**src/rtl/fird_pkg.sv**
```systemverilog
package fird_pkg;

    // Field and register widths
    localparam int SAMPLE_W   = 16;
    localparam int COEF_W     = 18;
    localparam int CIDX_W     = 8;
    localparam int REQ_W      = 2;
    localparam int DECIM_W    = 5;
    localparam int TAPS_W     = 8;
    localparam int CFG_IDX_W  = 2;
    localparam int CFG_DATA_W = 8;

    // Arithmetic: Q1.15 x Q1.17 products, up to 255 of them summed
    localparam int PROD_W    = SAMPLE_W + COEF_W;
    localparam int ACC_W     = PROD_W + TAPS_W;
    localparam int RND_SHIFT = COEF_W - 1;

    // Register limits and reset values
    localparam int MIN_TAPS    = 9;
    localparam int DECIM_RESET = 4;
    localparam int TAPS_RESET  = 63;

    typedef enum logic [REQ_W-1:0] {
        REQ_SAMPLE = 2'd0,
        REQ_COEF   = 2'd1,
        REQ_CLEAR  = 2'd2
    } fird_req_t;

    typedef enum logic [CFG_IDX_W-1:0] {
        CFG_DECIM_FACTOR = 2'd0,
        CFG_TAPS_IN_USE  = 2'd1
    } fird_cfg_reg_t;

    typedef enum logic [1:0] {
        ST_IDLE,
        ST_RUN,
        ST_DRAIN,
        ST_FINISH
    } fird_state_t;

    // Sequencer to multiply-accumulate unit
    typedef struct packed {
        logic clear;
        logic valid;
    } fird_mac_ctrl_t;

endpackage

```
**src/rtl/fird_coef_ram.sv**
```systemverilog
module fird_coef_ram #(
    parameter int DEPTH = 256,
    parameter int AW    = 8
) (
    input  logic                               clk,
    input  logic                               we,
    input  logic [AW-1:0]                      waddr,
    input  logic signed [fird_pkg::COEF_W-1:0] wdata,
    input  logic [AW-1:0]                      raddr,
    output logic signed [fird_pkg::COEF_W-1:0] rdata
);
    import fird_pkg::*;

    logic signed [COEF_W-1:0] mem [DEPTH];
    logic signed [COEF_W-1:0] rd_data_reg;

    // Write port
    always_ff @(posedge clk)
    begin
        if (we)
        begin
            mem[waddr] <= wdata;
        end
    end

    // Registered read port
    always_ff @(posedge clk)
    begin
        rd_data_reg <= mem[raddr];
    end

    assign rdata = rd_data_reg;

endmodule

```
**config.mk**
```make
export PLATFORM = sky130hd
export DESIGN_NAME = fird_coef_ram
export DESIGN_NICKNAME = d
export VERILOG_FILES = /design/src/rtl/fird_pkg.sv /design/src/rtl/fird_coef_ram.sv
export SDC_FILE = /design/constraint.sdc
export NUM_CORES = 2
export LEC_CHECK = 0
export BUFFER_PORTS_ARGS = -buffer_cell sky130_fd_sc_hd__buf_2
export CAP_MARGIN = 20
export CORE_ASPECT_RATIO = 1.4
export CORE_MARGIN = 1.5
export CORE_UTILIZATION = 35
export CTS_CLUSTER_DIAMETER = 30
export CTS_CLUSTER_SIZE = 10
export DETAILED_ROUTE_END_ITERATION = 12
export SLEW_MARGIN = 10
export SYNTH_ARGS = -nofsm -noshare
export SYNTH_HDL_FRONTEND = slang
export SYNTH_MEMORY_MAX_BITS = 65536
export SYNTH_SLANG_ARGS = --single-unit
```
**constraint.sdc**
```tcl
create_clock -name clk -period 2.7 [get_ports clk]
set_clock_uncertainty 0.15 [all_clocks]
set_input_delay 0.135 -clock clk [delete_from_list [all_inputs] [get_ports clk]]
set_output_delay 0.135 -clock clk [all_outputs]
set_load 0.02 [all_outputs]
```
==> out/metrics.cfg <==
[status]
status = finished, violations left
violations = negative setup slack

[global_route]
grt_max_degree = 104
grt_pass1_vias = 95800
track_usage_pct = 19.9
antenna_found_initial = 46
overflow = 0
grt_first_pass_wirelength_um = 727000

[logic_synthesis]
ys_async_sr_fraction_pct = 0
synthCells = 8281
netlist_top_cells_count = edfxtp_1, mux4_2, mux2i_1
ys_ff_latch = 4626
syn_area_per_cell_um2 = 21.5
yosys_warnings = 0
synth.area.top_cells = edfxtp_1, mux4_2, mux2i_1
synth_edf_count = 4608
yosysMostFrequentCell = edfxtp_1
synth_nets = 8317
synthFlopType = edfxtp_1
yosys.cell_types.count = 41
synth_area_um2 = 178000
ys_seq_area_share_pct = 77.8
synth_top_cell_area_share_pct = 77.6
synth_largest_area_cell = edfxtp_1

[clock_tree]
clk_latency_ns = 0.98
cts_root_buffer = clkbuf_16
cts_tree = done
htree_num_levels = 6
cts_num_sinks = 4626
clk_pin_slew_ns = 0.05
cts_buffers = 630
cts.path.max_buffers = 4

[critical_path]
cp-end-kind = flop
r2r_cells = 5
critPathMaxFanout = 56
cp-start-kind = input port
required_ns = 3.39
crit_arrival_ns = 3.40
crit_type = input port to flop

[finish]
syn_to_final_growth_pct = 21.7
final_util_pct = 42.8
drive_gt1_share_pct = 32.2
nFillCells = 43200
seqCellArea_um2 = 139000
nNetsFinal = 9774
multi_input_area_um2 = 37000

[power_and_ir_drop]
power_mw = 166
power_frac_clock_pct = 46.9
vdd_drop_max_uv = 532
swShare_pct = 21.5
p_sw_mw = 35.8
p_seq_share_pct = 47.8
p_int_mw = 131
combinationalPowerShare_pct = 5.3
p_leak_nw = 70.7
power_density_nw_per_um2 = 767

[floorplan]
initial_utilization_pct = 35.2
pin_count = 54
core.rowCount = 309
die_y_um = 847
die_x_um = 606
coreArea_um2 = 506000
fp.dieArea_um2 = 514000

[route]
vias = 92700
viasPerCell = 5.50
route.detailed.drc = 0
final_antenna_net_count = 0
drt_iter0_drc = 10600
firstDrtPassIters = 8
finalWirelength_um = 520000
routedWlPerCell_um = 30.9

[hold_path]
hold_path_class = input port to flop
holdPathStages = 2

[sta]
setup_slack_ns = -0.0145
timing.hold.ws_ns = 0.0582
maxSlewViolCount = 0
rsz0062_at_grt = false
finalHoldViolCount = 0
fin_crit_ns = 2.71
setup_viol = 1
fmax_mhz = 368
relSlewSlack_pct = 12.2
finalCritPeriodShare_pct = 101
worstMarginPinSlew_ns = 1.32

[place]
gp_congestion = 0.913
hpwl_um = 330000
port_buffers = 53

[run]
cap_violations = 0

sequential cells by signal (all words and copies together), names as in the netlist:
register,flops
rdata,18
mem,4608
power groups by stage:
stage	Combinational, mW	Clock (mW)	Sequential, mW
floorplan	3.95	0	80.8
CTS	8.87	79.0	79.4
detailed placement	8.77	0	80.8
finish	8.85	78.0	79.4
global route	9.18	81.5	79.4
global placement	8.62	0	80.8
timing repair:
item                       in CTS  in global routing
gates cloned                    0                  0
hold endpoints to repair     4988                  0
gates resized for setup         9                  3
buffers inserted                0                  0
setup endpoints to repair       5                  3
hold buffers                   38                  0
final timing paths:
kind / start / slack, ns / end
max: raddr[4] / -0.01 / rdata[1]
min: wdata[17] / 0.06 / mem[163][17]
max reg2reg: mem[51][7] / 0.02 / rdata[7]
min reg2reg: mem[79][8] / 0.88 / rdata[8]
per-stage QoR:
step / cell area (um^2) / instances / setup slack (ns) / setup TNS, ns
global placement: 197000 / 15800 / -1.33 / -13.97
finish: 217000 / 16800 / -0.0145 / -0.0145
floorplan: 178000 / 8281 / 0.163 / 0
detailed placement: 197000 / 15800 / -1.38 / -14.23
global route: 217000 / 16800 / 0.0107 / 0
CTS: 217000 / 16800 / 0.0155 / 0
worst max-delay path: stages:
cell	delay (ns)
buf_6	0.14
dlygate4sd3_1	0.69
buf_12	0.26
buf_12	0.32
o221ai_1	0.24
o22ai_1	0.22
nor3_1	0.08
buf_4	0.17
nor3_1	0.70
buf_4	0.24
nor4_2	0.04
kinds of logic (layout without fill, tap and decap cells):
group,count (synthesis),in the layout,synth area share (%)
muxes,1656,1656,15.4
and+or+nand+nor,637,637,1.66
buffers and inverters,500,2348,1.73
AOI/OAI and AO/OA,862,862,3.41
DFF,4626,4626,77.8
other,0,27,0
layout by cell type (no fill, tap or decap), drive strengths merged:
cell         synthesis  final
clkbuf             228    748
nor2b                8      8
nand3               23     23
o32a                 2      2
bufinv               0     43
clkinv               1    173
a22o                19     19
a31oi               20     20
a21oi              190    190
nand4b               1      1
nor4                34     34
o21ai               14     14
buf                268   1282
a22oi               51     51
or2                  5      5
edfxtp            4608   4608
clkinvlp             0     31
o22ai              238    238
nor3               159    159
mux2i              792    792
dfxtp               18     18
o211ai              10     10
mux4               864    864
or3b                 1      1
nand4               27     27
o221ai             318    318
dlygate4sd3          0     38
diode                0     27
nand2               81     81
nand2b               3      3
or3                  2      2
and2                 1      1
nor2               290    290
nand3b               2      2
inv                  3     33
routing by layer:
| layer | share of wire (%) | vias to the layer above | track usage (%) |
|---|---|---|---|
| met4 | 6.5 | 12 | 11.8 |
| met5 | 0.015 | - | 0 |
| met1 | 36 | 49500 | 23.5 |
| li1 | - | 38100 | - |
| met2 | 51 | 4024 | 34.4 |
| met3 | 6.8 | 1026 | 3.19 |
layout make-up:
| class | instances | share of cell area, % |
|---|---|---|
| clock buffer | 747 | 7.66 |
| timing repair buffer | 1321 | 6.04 |
| multi-input combinational | 3155 | 17.1 |
| inverter | 4 | 0.0127 |
| tap | 6686 | 3.86 |
| clock inverter | 276 | 1.36 |
| sequential | 4626 | 64.0 |
| antenna | 27 | 0.0311 |
No activity file was read; power rests on OpenSTA's default activity.
