## config.mk

```make
export PLATFORM = sky130hd
export DESIGN_NAME = fird_mac
export DESIGN_NICKNAME = d
export VERILOG_FILES = /design/src/rtl/fird_pkg.sv /design/src/rtl/fird_mac.sv
export SDC_FILE = /design/constraint.sdc
export NUM_CORES = 1
export LEC_CHECK = 0
export BUFFER_PORTS_ARGS = -buffer_cell sky130_fd_sc_hd__buf_4
export CAP_MARGIN = 20
export CORE_MARGIN = 2
export CORE_UTILIZATION = 54
export CTS_BUF_LIST = sky130_fd_sc_hd__clkbuf_16
export CTS_CLUSTER_DIAMETER = 150
export DETAILED_ROUTE_END_ITERATION = 6
export PLACE_DENSITY_LB_ADDON = 0.1
export SLEW_MARGIN = 15
export SYNTH_ARGS = -nofsm -noshare
export SYNTH_HDL_FRONTEND = slang
export SYNTH_SLANG_ARGS = --single-unit
```

## constraint.sdc

```tcl
create_clock -name clk -period 3.5 [get_ports clk]
set_input_delay 0.35 -clock clk [delete_from_list [all_inputs] [get_ports clk]]
set_output_delay 0.35 -clock clk [all_outputs]
set_load 0.05 [all_outputs]
```

## src/rtl/fird_pkg.sv

```systemverilog
package fird_pkg;

    // Field and register widths
    localparam int SAMPLE_W   = 16;
    localparam int COEF_W     = 18;
    localparam int CIDX_W     = 8;
    localparam int REQ_W      = 2;
    localparam int DECIM_W    = 5;
    localparam int TAPS_W     = 8;
    localparam int CFG_IDX_W  = 2;
    localparam int CFG_DATA_W = 8;

    // Arithmetic: Q1.15 x Q1.17 products, up to 255 of them summed
    localparam int PROD_W    = SAMPLE_W + COEF_W;
    localparam int ACC_W     = PROD_W + TAPS_W;
    localparam int RND_SHIFT = COEF_W - 1;

    // Register limits and reset values
    localparam int MIN_TAPS    = 9;
    localparam int DECIM_RESET = 4;
    localparam int TAPS_RESET  = 63;

    typedef enum logic [REQ_W-1:0] {
        REQ_SAMPLE = 2'd0,
        REQ_COEF   = 2'd1,
        REQ_CLEAR  = 2'd2
    } fird_req_t;

    typedef enum logic [CFG_IDX_W-1:0] {
        CFG_DECIM_FACTOR = 2'd0,
        CFG_TAPS_IN_USE  = 2'd1
    } fird_cfg_reg_t;

    typedef enum logic [1:0] {
        ST_IDLE,
        ST_RUN,
        ST_DRAIN,
        ST_FINISH
    } fird_state_t;

    // Sequencer to multiply-accumulate unit
    typedef struct packed {
        logic clear;
        logic valid;
    } fird_mac_ctrl_t;

endpackage

```

## src/rtl/fird_mac.sv

```systemverilog
module fird_mac (
    input  logic                                 clk,
    input  logic                                 rst_n,
    input  fird_pkg::fird_mac_ctrl_t             ctrl,
    input  logic signed [fird_pkg::SAMPLE_W-1:0] sample,
    input  logic signed [fird_pkg::COEF_W-1:0]   coef,
    output logic                                 busy,
    output logic signed [fird_pkg::SAMPLE_W-1:0] result
);
    import fird_pkg::*;

    localparam logic signed [ACC_W-1:0] HALF = ACC_W'(1) << (RND_SHIFT - 1);
    localparam logic signed [ACC_W-1:0] SMAX = ACC_W'((1 << (SAMPLE_W - 1)) - 1);
    localparam logic signed [ACC_W-1:0] SMIN = -SMAX - ACC_W'(1);

    logic signed [PROD_W-1:0] prod_reg;
    logic                     prod_valid_reg;
    logic signed [ACC_W-1:0]  acc_reg;
    logic signed [ACC_W-1:0]  rnd_sum;
    logic signed [ACC_W-1:0]  rnd_q;

    // Multiply stage
    always_ff @(posedge clk or negedge rst_n)
    begin
        if (!rst_n)
        begin
            prod_valid_reg <= 1'b0;
        end
        else
        begin
            prod_valid_reg <= ctrl.valid && !ctrl.clear;
        end
    end

    always_ff @(posedge clk)
    begin
        prod_reg <= PROD_W'(sample) * PROD_W'(coef);
    end

    // Accumulate stage
    always_ff @(posedge clk or negedge rst_n)
    begin
        if (!rst_n)
        begin
            acc_reg <= '0;
        end
        else if (ctrl.clear)
        begin
            acc_reg <= '0;
        end
        else if (prod_valid_reg)
        begin
            acc_reg <= acc_reg + ACC_W'(prod_reg);
        end
    end

    assign busy = prod_valid_reg;

    // Round half up from Q1.17 scaling, then saturate to the sample range
    always_comb
    begin
        rnd_sum = acc_reg + HALF;
        rnd_q   = rnd_sum >>> RND_SHIFT;
        if (rnd_q > SMAX)
        begin
            result = SMAX[SAMPLE_W-1:0];
        end
        else if (rnd_q < SMIN)
        begin
            result = SMIN[SAMPLE_W-1:0];
        end
        else
        begin
            result = rnd_q[SAMPLE_W-1:0];
        end
    end

endmodule

```

==> results of run 1 <==
timing repair:
action                                  4_1_cts  5_1_grt
pin swaps                                    59       61
resized for setup                           115       95
endpoints found under the setup margin       42       39
gates cloned                                  0        1
buffers inserted                             15       21
stage by stage:
| step | utilization (%) | instance area (sq um) | hold slack [ns] | setup TNS [ns] | setup slack, ns |
|---|---|---|---|---|---|
| 5_1_grt | 68.1 | 20200 | 0.0409 | -44.15 | -2.21 |
| 2_1_floorplan | - | 16900 | 0.0544 | -38.46 | -2.24 |
| 6_report | 68.1 | 20200 | -0.00535 | -40.25 | -2.01 |
| 3_3_place_gp | 63.5 | 18800 | 0.390 | -51.98 | -2.59 |
| 4_1_cts | 66.3 | 19600 | 0.0188 | -39.86 | -2.04 |
| 3_5_place_dp | 63.5 | 18800 | 0.387 | -53.68 | -2.67 |
critical path: cells and delay by family:
kind / cells / cell delay [ns]
buf+inv: 5 / 0.29
xor+xnor: 1 / 0.16
fa+ha+maj: 7 / 3.26
compound gates: 7 / 1.48
simple gates: 2 / 0.24
worst paths after layout:
path	start	endpoint
worst min register to register	acc_reg[0]	acc_reg[0]
max in group asynchronous	rst_n	busy
worst min-delay path	rst_n	acc_reg[2]
min in group clk	ctrl[0]	busy
worst max-delay path	sample[6]	prod_reg[33]
worst max register to register	acc_reg[0]	acc_reg[40]
layer usage:
| metal | share of wire (%) | vias to the layer above | track usage [%] |
|---|---|---|---|
| met5 | 0 | - | 0 |
| met4 | 0.88 | 0 | 4.23 |
| met3 | 3.4 | 22 | 1.91 |
| met2 | 49 | 282 | 44.0 |
| met1 | 47 | 6300 | 36.0 |
| li1 | - | 6182 | - |
final cells by class:
type                       instances  area, sq um  area share (%)
sequential                        77         1760            8.74
multi-input combinational       1313        13700            68.1
clock inverter                     6         57.6           0.285
tap                              390          488            2.42
clock buffer                      10          250            1.24
inverter                         369         1390            6.88
timing repair buffer             285         2500            12.4
cell usage after synthesis, types with 3 or more instances:
library cell / count / area share, %
sky130_fd_sc_hd__and3_1: 15 / 0.58
sky130_fd_sc_hd__nand2_1: 180 / 4.2
sky130_fd_sc_hd__xnor2_1: 50 / 2.7
sky130_fd_sc_hd__inv_1: 369 / 8.5
sky130_fd_sc_hd__o2111ai_1: 3 / 0.16
sky130_fd_sc_hd__o21ai_1: 7 / 0.22
sky130_fd_sc_hd__o21bai_1: 18 / 0.83
sky130_fd_sc_hd__a21oi_1: 77 / 2.4
sky130_fd_sc_hd__nand3_1: 19 / 0.59
sky130_fd_sc_hd__o211ai_1: 5 / 0.23
sky130_fd_sc_hd__o21ai_2: 10 / 0.54
sky130_fd_sc_hd__nor3_1: 10 / 0.31
sky130_fd_sc_hd__a211oi_1: 10 / 0.46
sky130_fd_sc_hd__dfxtp_1: 34 / 4.2
sky130_fd_sc_hd__o21ai_0: 42 / 1.3
sky130_fd_sc_hd__a21o_1: 36 / 1.7
sky130_fd_sc_hd__o32ai_1: 3 / 0.16
sky130_fd_sc_hd__mux2i_1: 21 / 1.3
sky130_fd_sc_hd__nand2b_1: 14 / 0.54
sky130_fd_sc_hd__nor2b_1: 10 / 0.39
sky130_fd_sc_hd__o31a_1: 5 / 0.27
sky130_fd_sc_hd__fa_1: 291 / 36
sky130_fd_sc_hd__or2_2: 5 / 0.19
sky130_fd_sc_hd__and2_1: 138 / 5.3
sky130_fd_sc_hd__nor4_1: 3 / 0.12
sky130_fd_sc_hd__dfrtp_1: 43 / 6.6
sky130_fd_sc_hd__and4_1: 7 / 0.38
sky130_fd_sc_hd__xor2_1: 30 / 1.6
sky130_fd_sc_hd__o21a_1: 9 / 0.42
sky130_fd_sc_hd__or3_1: 4 / 0.15
sky130_fd_sc_hd__buf_6: 5 / 0.35
sky130_fd_sc_hd__buf_1: 4 / 0.092
sky130_fd_sc_hd__a41oi_1: 6 / 0.32
sky130_fd_sc_hd__o31ai_1: 5 / 0.23
sky130_fd_sc_hd__clkbuf_1: 51 / 1.2
sky130_fd_sc_hd__nor2_1: 85 / 2.0
sky130_fd_sc_hd__o22ai_1: 3 / 0.12
sky130_fd_sc_hd__a31oi_1: 11 / 0.42
sky130_fd_sc_hd__nand4_1: 9 / 0.35
sky130_fd_sc_hd__ha_1: 128 / 9.9
cells by family (layout without fill, tap and decap cells):
logic type	after synthesis	count (layout)	synth area share, %
xor+xnor	80	80	4.31
flops	77	77	10.8
mux	23	23	1.43
fa+ha+maj	419	419	45.7
buf+inv	432	670	10.3
simple gates	514	514	15.9
compound gates	277	277	11.5
==> out/summary.md, run 1 <==
The flow ran to the end, but the final reports show violations. The checks that failed: hold timing, setup timing. The clock input transition at the sequential cells of the worst setup and hold paths came out at 0.06 ns.

Commonest register cell after synthesis: sky130_fd_sc_hd__dfrtp_1. The total number of yosys warnings was 0. Leaving out fill and tap cells, the most frequent cells in the layout are sky130_fd_sc_hd__inv_1 (337), sky130_fd_sc_hd__fa_1 (272), sky130_fd_sc_hd__buf_4 (218). The number of cells traversed by the worst register-to-register path was 12. The initial cell density of the core is 54.8%. The final hold violation count came out at 2. Worst clock skew: 0.00623 ns.

Setup repair after global routing could not meet its margin everywhere. In the routed layout, each cell is associated on average with a via count of 5.22. Critical path capture point type: a register.

The pin count of the biggest net entering global routing is 45, and the worst path required time is 3.77 ns. The share of the Yosys chip area taken by registers is 10.8%. The final worst-path cycle share works out to 157%. The synthesized design contains 0 enable-type register cells. During I/O placement, the number of pins put on the boundary was 55. In this run the worst hold path is classified as input port to asynchronous set/reset pin. For the final wirelength, the log shows 38800 microns. Counting stages on the worst path, the most repeated cell is sky130_fd_sc_hd__fa_1. Summed over all nets, the half-perimeter wirelength after detailed placement is 32400 microns. The H-tree was split into 3 levels. The tools report the worst-case setup margin in the final layout as -2.01 ns.

The run gives 77 as the CTS sink count. Number of antenna violations at the first check in global routing: 0. The area growth from synthesis to layout is 24.2%. The final layout contains 2512 nets.

The overall overflow remaining after global route was 0. For the maximum clock frequency, the log shows 182 MHz. Mean area per synthesized cell: 8.91 sq um. After detailed routing, the number of remaining DRC violations is 0. In this run the worst path has a maximum fanout of 5. The clock latency at the later pin of the worst-skew pair is 0.35 ns, and the total vias in the final route is 12800. The critical path in this run is classified as input port to register. The unique cell type count in the Yosys netlist was 78; the count of buffers from port buffering was 54.

For the total CTS buffers, the log shows 9. For this block, the initial DRC count from the detailed router was 676. Synthesis produced a netlist whose cell count is 1822.

Number of max-cap violations: 0. The root cell of the clock tree is sky130_fd_sc_hd__clkbuf_16. For this run, asynchronously set or reset flops after synthesis account for 55.8%.

Setup violations remaining at the end of the flow were counted as 27. The post-placement cell count came out at 2405. The relative slew slack was 53.5%; the antenna violation net count after detailed routing was 0. The master of the slowest instance on the critical path was sky130_fd_sc_hd__fa_1.

At the pin with the least slew margin, the transition time is 0.696 ns. Hold repair after CTS inserted 0 buffers. The number of flip-flops under the largest register name works out to 42. Traced cell by cell, the critical path runs through buf_12, and2_4, fa_1, inv_2, fa_1, fa_2, fa_1, inv_1, fa_1, inv_2, fa_1, inv_2, ha_4, a211oi_4, o21bai_1, a21oi_2, o211ai_4, a2111oi_4, nor3_1, o31a_1, o41ai_2, xnor2_1. The number of nets handed over by synthesis was 2279. The chip width was 177 microns; the worst setup slack for register-to-register paths was 0.19 ns.

The run gives 29600 sq um as the core outline area. The first global-routing pass estimated 64900 microns of wire. Of the cells placed in the final design, the portion with a size suffix greater than 1 is 25.5%.

The library cell used most frequently in the layout, excluding fill and tap cells, is sky130_fd_sc_hd__inv_1. In this run the cell area of the synthesized design comes to 16200 sq um. TritonCTS built the clock tree.

The logs give 25.5% for the total routing resource utilization after global routing and 0.914 for the final weighted congestion of routability-driven global placement. The smallest hold slack was -0.00535 ns; the arrival time reported for the critical path endpoint was 5.78 ns. The total of flip-flops plus latches after synthesis was 77. The delay contributed by the slowest stage of the critical path was 0.55 ns; the number of detailed-route iterations in the first pass was 5. The final non-filler cell total came out at 2450. The tools report the max-slew violation count as 0.

The tools report the count of inserted antenna diode cells as 0. The die is 177 microns tall. The tools report the number of global-route vias before repair as 13300. The floorplan has 63 rows. The tools report the maximum count of clock buffers along a single path as 2. The die covers 31500 sq um. The final period demand of the worst path was 5.51 ns. STA classifies the critical path startpoint as an input port.

The layout has 2418 filler cells. The average detailed-routed wire length per instance is 15.8 microns.
Power of run 1 is left out: the tool's default activity adds up to more than one toggle a clock period on the data nets, which glitch-free logic cannot reach.
==> run 2, diff against run 1 <==
--- a/config.mk
+++ b/config.mk
@@ -5,13 +5,12 @@
 export SDC_FILE = /design/constraint.sdc
 export NUM_CORES = 1
 export LEC_CHECK = 0
-export BUFFER_PORTS_ARGS = -buffer_cell sky130_fd_sc_hd__buf_4
 export CAP_MARGIN = 20
-export CORE_MARGIN = 2
 export CORE_UTILIZATION = 54
 export CTS_BUF_LIST = sky130_fd_sc_hd__clkbuf_16
 export CTS_CLUSTER_DIAMETER = 150
 export DETAILED_ROUTE_END_ITERATION = 6
+export DONT_BUFFER_PORTS = 1
 export PLACE_DENSITY_LB_ADDON = 0.1
 export SLEW_MARGIN = 15
 export SYNTH_ARGS = -nofsm -noshare
==> out/summary.md, run 2 (synthesis results as in run 1) <==
The flow ran to the end, but the final reports show violations. The final reports fail on setup timing. Entering global routing, the biggest net connects 45 pins. The core outline area is 29600 sq um. The first routing iteration left 680 violations. For the worst setup path, the data arrival time is 5.71 ns.

The tree is rooted in a sky130_fd_sc_hd__clkbuf_16. For this run, the top clock speed supported by timing is 182 MHz. Top fanout value on the critical path: 18. The first-pass GRT wire length came out at 64800 microns. For this run, design rule violations remaining after detail routing come to 0. STA classifies the critical path endpoint as a register.

The final hold violation count is 0, and the total routing resource utilization after global routing is 26.0%. For the antenna violation net count after detailed routing, the log shows 0. Summed over all layers, the routed wires come to 38100 microns. The smallest clock period supported by the final layout is computed as 5.49 ns.

The initial cell density of the core was 54.8%. The run gives 0 as the count of inserted antenna diode cells. The run gives 77 as the CTS sink count. Setup slack on the worst reg-to-reg path comes out at 0.16 ns. The tools report the count of filler cells inserted in the layout as 2510. For the worst-case setup margin in the final layout, the log shows -1.99 ns. No sink is reached through more buffers than the 2 on the longest clock path. In this run, placement finished with an instance count of 2287. In the layout the commonest cells are sky130_fd_sc_hd__inv_1 (335), sky130_fd_sc_hd__fa_1 (274), sky130_fd_sc_hd__nand2_1 (168). The tools report the level count of the clock H-tree as 3.

Compared with the post-synthesis result, the final layout area differs by 17.0%. Max-cap violations in this run came to 0. Setup violations remaining at the end of the flow were counted as 26.

The die area is 30800 sq um. The tightest min-delay check is of the input port to register type. The final non-filler cell total is 2335, and the vertical die dimension is 175 microns. The type of the worst setup path is input port to register.

For this run, the detailed router's first-pass iteration total came to 5. In this run the cell area measured after placement is 17900 sq um. The routed via count divided by cell count works out to 5.34. The pin slew with the least headroom to its limit is 0.769 ns. The logs give 0 for the number of antenna violations at the first check in global routing and 12500 for the total vias in the final route. The run gives 48.7% as the relative slew slack. The tools report the max-slew violation count as 0. Setup total negative slack: -35.94 ns. Detailed placement finished with a half-perimeter wire length of 31100 microns.

The layout net count is 2397, and the clock input transition at the sequential cells of the worst setup and hold paths is 0.06 ns. Setup repair after global routing could not meet its margin everywhere. Summing all non-filler instances in the final layout gives an area of 19000 sq um. The congestion estimate from routability-driven global placement came to 0.918. STA classifies the critical path startpoint as an input port.

The final core area utilization is 64.1%. The overall overflow remaining after global route is 0, and the worst path required time is 3.73 ns. Buffers inserted during clock tree synthesis total 9. The total I/O pin count came out at 55. The library cell used most frequently in the layout, excluding fill and tap cells, is sky130_fd_sc_hd__inv_1. The count of buffers added on input and output ports is 0.

The final critical path takes up 157% of the cycle. The fraction of final layout cells sized beyond drive strength 1 was 20.7%. The number of flip-flops under the largest register name works out to 42.

The average detailed-routed wire length per instance is 16.3 microns, and the number of global-route vias before repair is 13100. The floorplan has 63 rows. The clock reaches the later pin of the worst-skew pair after 0.35 ns.

The chip width is 175 microns, and the worst clock skew is 0.0101 ns. TritonCTS built the clock tree.
run 2: final cells by class:
class                   count  area (sq um)  area share [%]
multi-input cells        1313         13600            71.7
well taps                 390           488            2.57
flip-flops and latches     77          1770            9.30
inverters                 369          1390            7.32
clock inverters             6          61.3           0.323
repair buffers            169          1410            7.41
repair inverters            1          7.51          0.0395
clock buffers              10           250            1.32
run 2: path summary, 6_finish.rpt:
check | from | end | depth (start not counted)
setup / recovery | sample[6] | prod_reg[33] | 21
hold / removal | ctrl[1] | acc_reg[22] | 1
setup reg to reg | acc_reg[0] | acc_reg[40] | 12
hold reg to reg | acc_reg[10] | acc_reg[10] | 2
max in group asynchronous | rst_n | busy | 2
min in group asynchronous | rst_n | acc_reg[4] | 2
run 2: critical path, cell delays in order:
cell and delay, ns:
sky130_fd_sc_hd__and2_1 0.16, sky130_fd_sc_hd__fa_1 0.55, sky130_fd_sc_hd__inv_2 0.04, sky130_fd_sc_hd__fa_1 0.47, sky130_fd_sc_hd__fa_2 0.55, sky130_fd_sc_hd__inv_2 0.04
sky130_fd_sc_hd__fa_2 0.47, sky130_fd_sc_hd__fa_1 0.57, sky130_fd_sc_hd__inv_2 0.04, sky130_fd_sc_hd__fa_2 0.53, sky130_fd_sc_hd__inv_2 0.04, sky130_fd_sc_hd__ha_4 0.21
sky130_fd_sc_hd__and3_4 0.16, sky130_fd_sc_hd__and3_4 0.14, sky130_fd_sc_hd__o2111ai_2 0.06, sky130_fd_sc_hd__o211ai_2 0.19, sky130_fd_sc_hd__a2111oi_4 0.43, sky130_fd_sc_hd__nor3_2 0.07
sky130_fd_sc_hd__o31a_1 0.27, sky130_fd_sc_hd__o41ai_2 0.24, sky130_fd_sc_hd__xnor2_1 0.11
run 2: metal layers:
layer	GRT usage, %	share of wire (%)	up-vias	wire length (microns)
met4	4.86	1.1	0	421
met3	3.07	4.5	30	1710
met5	0	0	-	0
met1	37.8	48	6248	18400
met2	42.4	46	251	17600
li1	-	-	5949	-
run 2: repair_timing:
action / in CTS / in global routing
hold buffers: 2 / 0
hold endpoints to repair: 43 / 0
resized for setup: 64 / 91
pin swaps: 52 / 56
setup endpoints to repair: 40 / 42
gates cloned: 1 / 1
buffers inserted: 9 / 24
run 2: stage by stage:
step	hold slack [ns]	setup slack, ns
2_1_floorplan	0.0544	-2.24
3_3_place_gp	0.0558	-2.44
3_5_place_dp	0.0558	-2.46
4_1_cts	0.0548	-1.93
5_1_grt	0.0490	-2.22
6_report	0.0585	-1.99
Power of run 2 is left out for the same reason.
